===== src/rtl/assert_macros.svh =====
// Assertion macros for the RTL file that carries checks, the trainer top level.
`ifndef ASSERT_MACROS_SVH
`define ASSERT_MACROS_SVH

// Condition must hold at every clock edge outside reset.
`define ASSERT_ALWAYS(lbl, prop, msg) \
  lbl: assert property (@(posedge clk) disable iff (rst) (prop)) else $error(msg);

// Consequent must hold in the same cycle as the antecedent.
`define ASSERT_IMPLY(lbl, ante, cons, msg) \
  lbl: assert property (@(posedge clk) disable iff (rst) (ante) |-> (cons)) else $error(msg);

`endif


===== src/rtl/lrsgd_pkg.sv =====
// Types, codes and saturation helpers for the linear regression trainer.
package lrsgd_pkg;

  // Request codes
  localparam logic [1:0] REQ_TRAIN = 2'd0;
  localparam logic [1:0] REQ_EVAL  = 2'd1;
  localparam logic [1:0] REQ_READ  = 2'd2;
  localparam logic [1:0] REQ_CLEAR = 2'd3;

  // Result kinds
  localparam logic [1:0] KIND_ERROR  = 2'd0;
  localparam logic [1:0] KIND_WEIGHT = 2'd1;
  localparam logic [1:0] KIND_COST   = 2'd2;

  // Configuration register indexes
  localparam logic REG_LEARNING_RATE = 1'b0;
  localparam logic REG_FEATURE_COUNT = 1'b1;

  localparam logic [15:0] LEARNING_RATE_RESET = 16'd655;
  localparam logic [4:0]  FEATURE_COUNT_RESET = 5'd1;

  localparam logic signed [47:0] MAX48 = 48'sh7FFF_FFFF_FFFF;
  localparam logic signed [47:0] MIN48 = 48'sh8000_0000_0000;
  localparam logic signed [31:0] MAX32 = 32'sh7FFF_FFFF;
  localparam logic signed [31:0] MIN32 = 32'sh8000_0000;
  // 1.0 in Q16.16, the bias cell's feature
  localparam logic signed [31:0] ONE_Q16 = 32'sh0001_0000;

  typedef struct packed {
    logic [1:0]          req_type;
    logic signed [31:0]  sample_value;
  } sample_t;

  typedef struct packed {
    logic [1:0]          result_kind;
    logic [4:0]          weight_index;
    logic signed [47:0]  result_value;
    logic                last_result;
  } result_t;

  // Update token handed along the cell row: gradient split at bit 16
  typedef struct packed {
    logic                valid;
    logic signed [31:0]  grad_hi;
    logic [15:0]         grad_lo;
  } token_t;

  function automatic logic signed [47:0] sat48(input logic signed [49:0] v);
    logic signed [47:0] r;
    if (v[49:47] == 3'b000 || v[49:47] == 3'b111) begin
      r = v[47:0];
    end else if (v[49]) begin
      r = MIN48;
    end else begin
      r = MAX48;
    end
    return r;
  endfunction

  function automatic logic signed [31:0] sat32(input logic signed [65:0] v);
    logic signed [31:0] r;
    if (v[65:31] == '0 || v[65:31] == '1) begin
      r = v[31:0];
    end else if (v[65]) begin
      r = MIN32;
    end else begin
      r = MAX32;
    end
    return r;
  endfunction

endpackage


===== src/rtl/lrsgd_cell.sv =====
// One weight cell: holds a weight and its buffered feature, applies the update token.
module lrsgd_cell (
  input  logic                 clk,
  input  logic                 rst,
  input  logic                 unit_feature,
  input  logic                 enable,
  input  logic                 clear,
  input  logic                 feat_write,
  input  logic signed [31:0]   feat_value,
  input  lrsgd_pkg::token_t    tok_in,
  output lrsgd_pkg::token_t    tok_out,
  output logic signed [31:0]   weight
);

  logic signed [31:0] feature;
  logic signed [31:0] fsel;
  logic signed [16:0] grad_lo_s;
  logic signed [63:0] hi_full;
  logic signed [48:0] lo_full;
  logic               prod_valid;
  logic signed [63:0] prod_hi;
  logic signed [48:0] prod_lo;
  logic signed [64:0] step;
  logic signed [65:0] diff;

  // Feature buffer entry, written while the sample streams in
  always_ff @(posedge clk) begin
    if (feat_write) begin
      feature <= feat_value;
    end
  end

  // Products of the gradient halves with the feature
  assign fsel      = unit_feature ? lrsgd_pkg::ONE_Q16 : feature;
  assign grad_lo_s = $signed({1'b0, tok_in.grad_lo});
  assign hi_full   = tok_in.grad_hi * fsel;
  assign lo_full   = grad_lo_s * fsel;

  always_ff @(posedge clk) begin
    prod_hi <= hi_full;
    prod_lo <= lo_full;
  end

  // Token moves one cell per cycle; product stage flags the update
  always_ff @(posedge clk) begin
    if (rst) begin
      tok_out.valid <= 1'b0;
      prod_valid    <= 1'b0;
    end else begin
      tok_out.valid <= tok_in.valid;
      prod_valid    <= tok_in.valid && enable;
    end
    tok_out.grad_hi <= tok_in.grad_hi;
    tok_out.grad_lo <= tok_in.grad_lo;
  end

  // Weight step: floor(grad * feature / 2^16), then saturating subtract
  assign step = {prod_hi[63], prod_hi} + {{32{prod_lo[48]}}, prod_lo[48:16]};
  assign diff = {{34{weight[31]}}, weight} - {step[64], step};

  always_ff @(posedge clk) begin
    if (rst || clear) begin
      weight <= '0;
    end else if (prod_valid) begin
      weight <= lrsgd_pkg::sat32(diff);
    end
  end

endmodule


===== config.mk =====
export PLATFORM = sky130hd
export DESIGN_NAME = lrsgd_cell
export DESIGN_NICKNAME = d
export VERILOG_FILES = /design/src/rtl/assert_macros.svh /design/src/rtl/lrsgd_pkg.sv /design/src/rtl/lrsgd_cell.sv
export SDC_FILE = /design/constraint.sdc
export NUM_CORES = 2
export LEC_CHECK = 0
export ABC_AREA = 1
export BUFFER_PORTS_ARGS = -buffer_cell sky130_fd_sc_hd__buf_2
export CAP_MARGIN = 20
export CORE_UTILIZATION = 40
export DETAILED_ROUTE_END_ITERATION = 8
export SETUP_SLACK_MARGIN = 0.02
export SLEW_MARGIN = 20
export SYNTH_ARGS = -nofsm -noshare
export SYNTH_HDL_FRONTEND = slang
export SYNTH_SLANG_ARGS = --single-unit

===== constraint.sdc =====
create_clock -name clk -period 8.6 [get_ports clk]
set_clock_uncertainty 0.05 [all_clocks]
set_input_delay 0.86 -clock clk [delete_from_list [all_inputs] [get_ports clk]]
set_output_delay 0.86 -clock clk [all_outputs]
set_load 0.02 [all_outputs]

==> metrics.txt <==
outcome=finished, violations left; failing checks=DRC; Worst Path Max Fanout=31; most frequent cells in the layout=inv_1 (2136), nand2_1 (1748), fa_1 (1633); CP Capture Type=flip-flop; syn nets=10300; Worst Hold Depth=1; r2r endpoint=prod_hi[55]$_DFF_P_; Overflow after GRT=0; WHS=0.258 ns; Hold Path Class=input pin to flip-flop; Synth Warn #=0; Setup Crit Path Kind=input pin to flip-flop; CTS tree=yes; layout filler cell count=16600; #FFs+latches synth=211; Post-synth EDFFs=32; WL final=243000 microns; WL/cell=22.8 microns; initial antenna violation count=10; share of layout cells above drive strength 1=0.0752; Slew headroom=0.452; RSZ-0062 raised after global routing=false; # setup viols final=0; max_cap viols=0; Port Buffers=167; R2R setup slack=0.55 ns; vias in the first global route=58300; Most used DFF post-synth=dfxtp_1; clk sinks=211; clk buf depth=3; largest net degree at the start of global routing=36; Core Region=165000 sq um; worst-skew pair later-pin latency=0.74 ns; CP Launch Type=input pin; Synth area leader=fa_1; Worst EP required=9.15 ns; commonest non-fill, non-tap cell in the layout=inv_1; Starting Density=0.403; Worst Reg-to-Reg Cells=24; Slew @ Worst Pin=0.817 ns; period utilisation layout=0.961; Die Y-Extent=410 microns; antenna-violating nets left=0; Die ar.=168000 sq um; first-pass GRT wire length=366000 microns; Iteration-0 DRC Markers=4965; GP Congestion=1.01; router iterations before antenna repair=8; # DRC=12; GRT Util Overall=0.294; clk slew on worst S/H paths=0.07 ns; Max Fclk=121 MHz; Site Rows=149; synthesis-to-finish area growth=9.03%; area of the multi-input gates=52800 sq um; R2R Path Start=feature[29]$_DFFE_PP_; Post-synth ARST share=0; post-synth top area share=0.491; crit-path most repeated cell=inv_1; Ports=168; post-CTS setup buffer count=0; H-tree depth=1; root buffer cell=clkbuf_16; placed cells=10600; CP max stage delay=0.64 ns; CTS buffer count=31; Syn Area/Cell=8.09 sq um; slowest stage cell, crit path=nor2_1; drt via density=5.15; fin crit period=8.27 ns; FF+latch area=4550 sq um; fin cells=10700; sequential area share after synthesis=0.0682; DP HPWL=208000 microns; Final #Nets=10500; Critical Path AT=8.82 ns; DIE WIDTH=410 microns; hold path endpoint=tok_out[11]$_DFF_P_; Post-Synthesis Cell Area=66600 sq um; Synth Instances=8232; synth top area cells=fa_1 (49%), inv_1 (12%), nand2_1 (9.9%); fin. max-slew vios=0; hold_sp=tok_in[11]; CTS Hold Buffers Added=0; Hold Fails Final Rpt=0; routed via count=55000; Synth cell types=51; setup TNS=0 ns; final core utilization=0.440; post-cts sizing count=0
metrics by stage:
step	cell area [sq um]	worst slack [ns]
after global routing	72600	0.0200
after CTS	72600	0.461
after floorplan	66600	0.414
after global placement	71600	-0.217
final	72600	0.331
after detailed placement	71600	-0.229
Yosys cell counts, types with 5 or more instances:
cell type and instances:
clkbuf_1 257, ha_1 366, a21oi_1 208, nor3_1 27, buf_1 22, xnor2_1 45
buf_6 5, o21ai_0 125, o21bai_1 9, a21o_1 9, nor2_1 970, nand3_2 6
a21oi_2 31, a21boi_0 5, inv_2 8, nor4_1 8, xor2_1 103, a31oi_1 26
dfxtp_1 179, nand2_1 1751, fa_1 1633, inv_1 2136, edfxtp_1 32, clkinv_1 20
nand2_2 30, nand4_1 35, nand3_1 114, o21a_1 11, nor2_2 24
logic make-up (layout without fill, tap and decap cells):
family                     Yosys count  in the layout  synth area share
and+or+nand+nor                   2980           2980             0.176
buffers and inverters             2450           2693             0.139
adders and majority gates         1999           1999             0.560
AOI/OAI and AO/OA                  444            444            0.0379
DFF                                211            211            0.0682
xor gates and xnor gates           148            148            0.0195
other                                0              3                 0
state kept, by name, indices dropped and copies added (netlist names):
| signal | cells |
|---|---|
| feature | 32 |
| prod_hi | 64 |
| prod_lo | 33 |
| prod_valid | 1 |
| tok_out | 49 |
| weight | 32 |
per-layer routing:
| metal | track usage | wire length [microns] | vias to the layer above |
|---|---|---|---|
| met5 | 0 | 46 | - |
| met4 | 0.142 | 14200 | 8 |
| met3 | 0.0692 | 24700 | 534 |
| met2 | 0.444 | 103000 | 2689 |
| met1 | 0.396 | 101000 | 27800 |
| li1 | - | - | 24000 |
how the worst max path moves through the flow:
| stage | startpoint | to | slack [ns] | cells after the start |
|---|---|---|---|---|
| after floorplan | unit_feature | prod_hi[63]$_DFF_P_ | 0.41 | 27 |
| after global placement | unit_feature | prod_hi[55]$_DFF_P_ | -0.22 | 29 |
| after detailed placement | unit_feature | prod_hi[55]$_DFF_P_ | -0.23 | 29 |
| after CTS | unit_feature | prod_hi[55]$_DFF_P_ | 0.46 | 29 |
| after global routing | unit_feature | prod_hi[55]$_DFF_P_ | 0.02 | 30 |
| final | unit_feature | prod_hi[55]$_DFF_P_ | 0.33 | 29 |
critical path: cells and delay by family:
kind / cells / cell delay [ns]
AOI/OAI and AO/OA: 1 / 0.16
and+or+nand+nor: 7 / 2.10
buffers and inverters: 11 / 1.11
adders and majority gates: 9 / 4.39
xor gates and xnor gates: 1 / 0.16
final cells by class:
class,count,share of cell area
Sequential cell,211,0.0626
Multi-Input combinational cell,5571,0.727
Tap cell,2189,0.0377
Inverter,2164,0.112
Antenna cell,3,0.000103
Clock buffer,32,0.0107
Clock inverter,26,0.00351
Timing Repair Buffer,471,0.0460
Power is not shown: default switching activity piles up to over one toggle a cycle in this logic, so the estimate is an artifact.
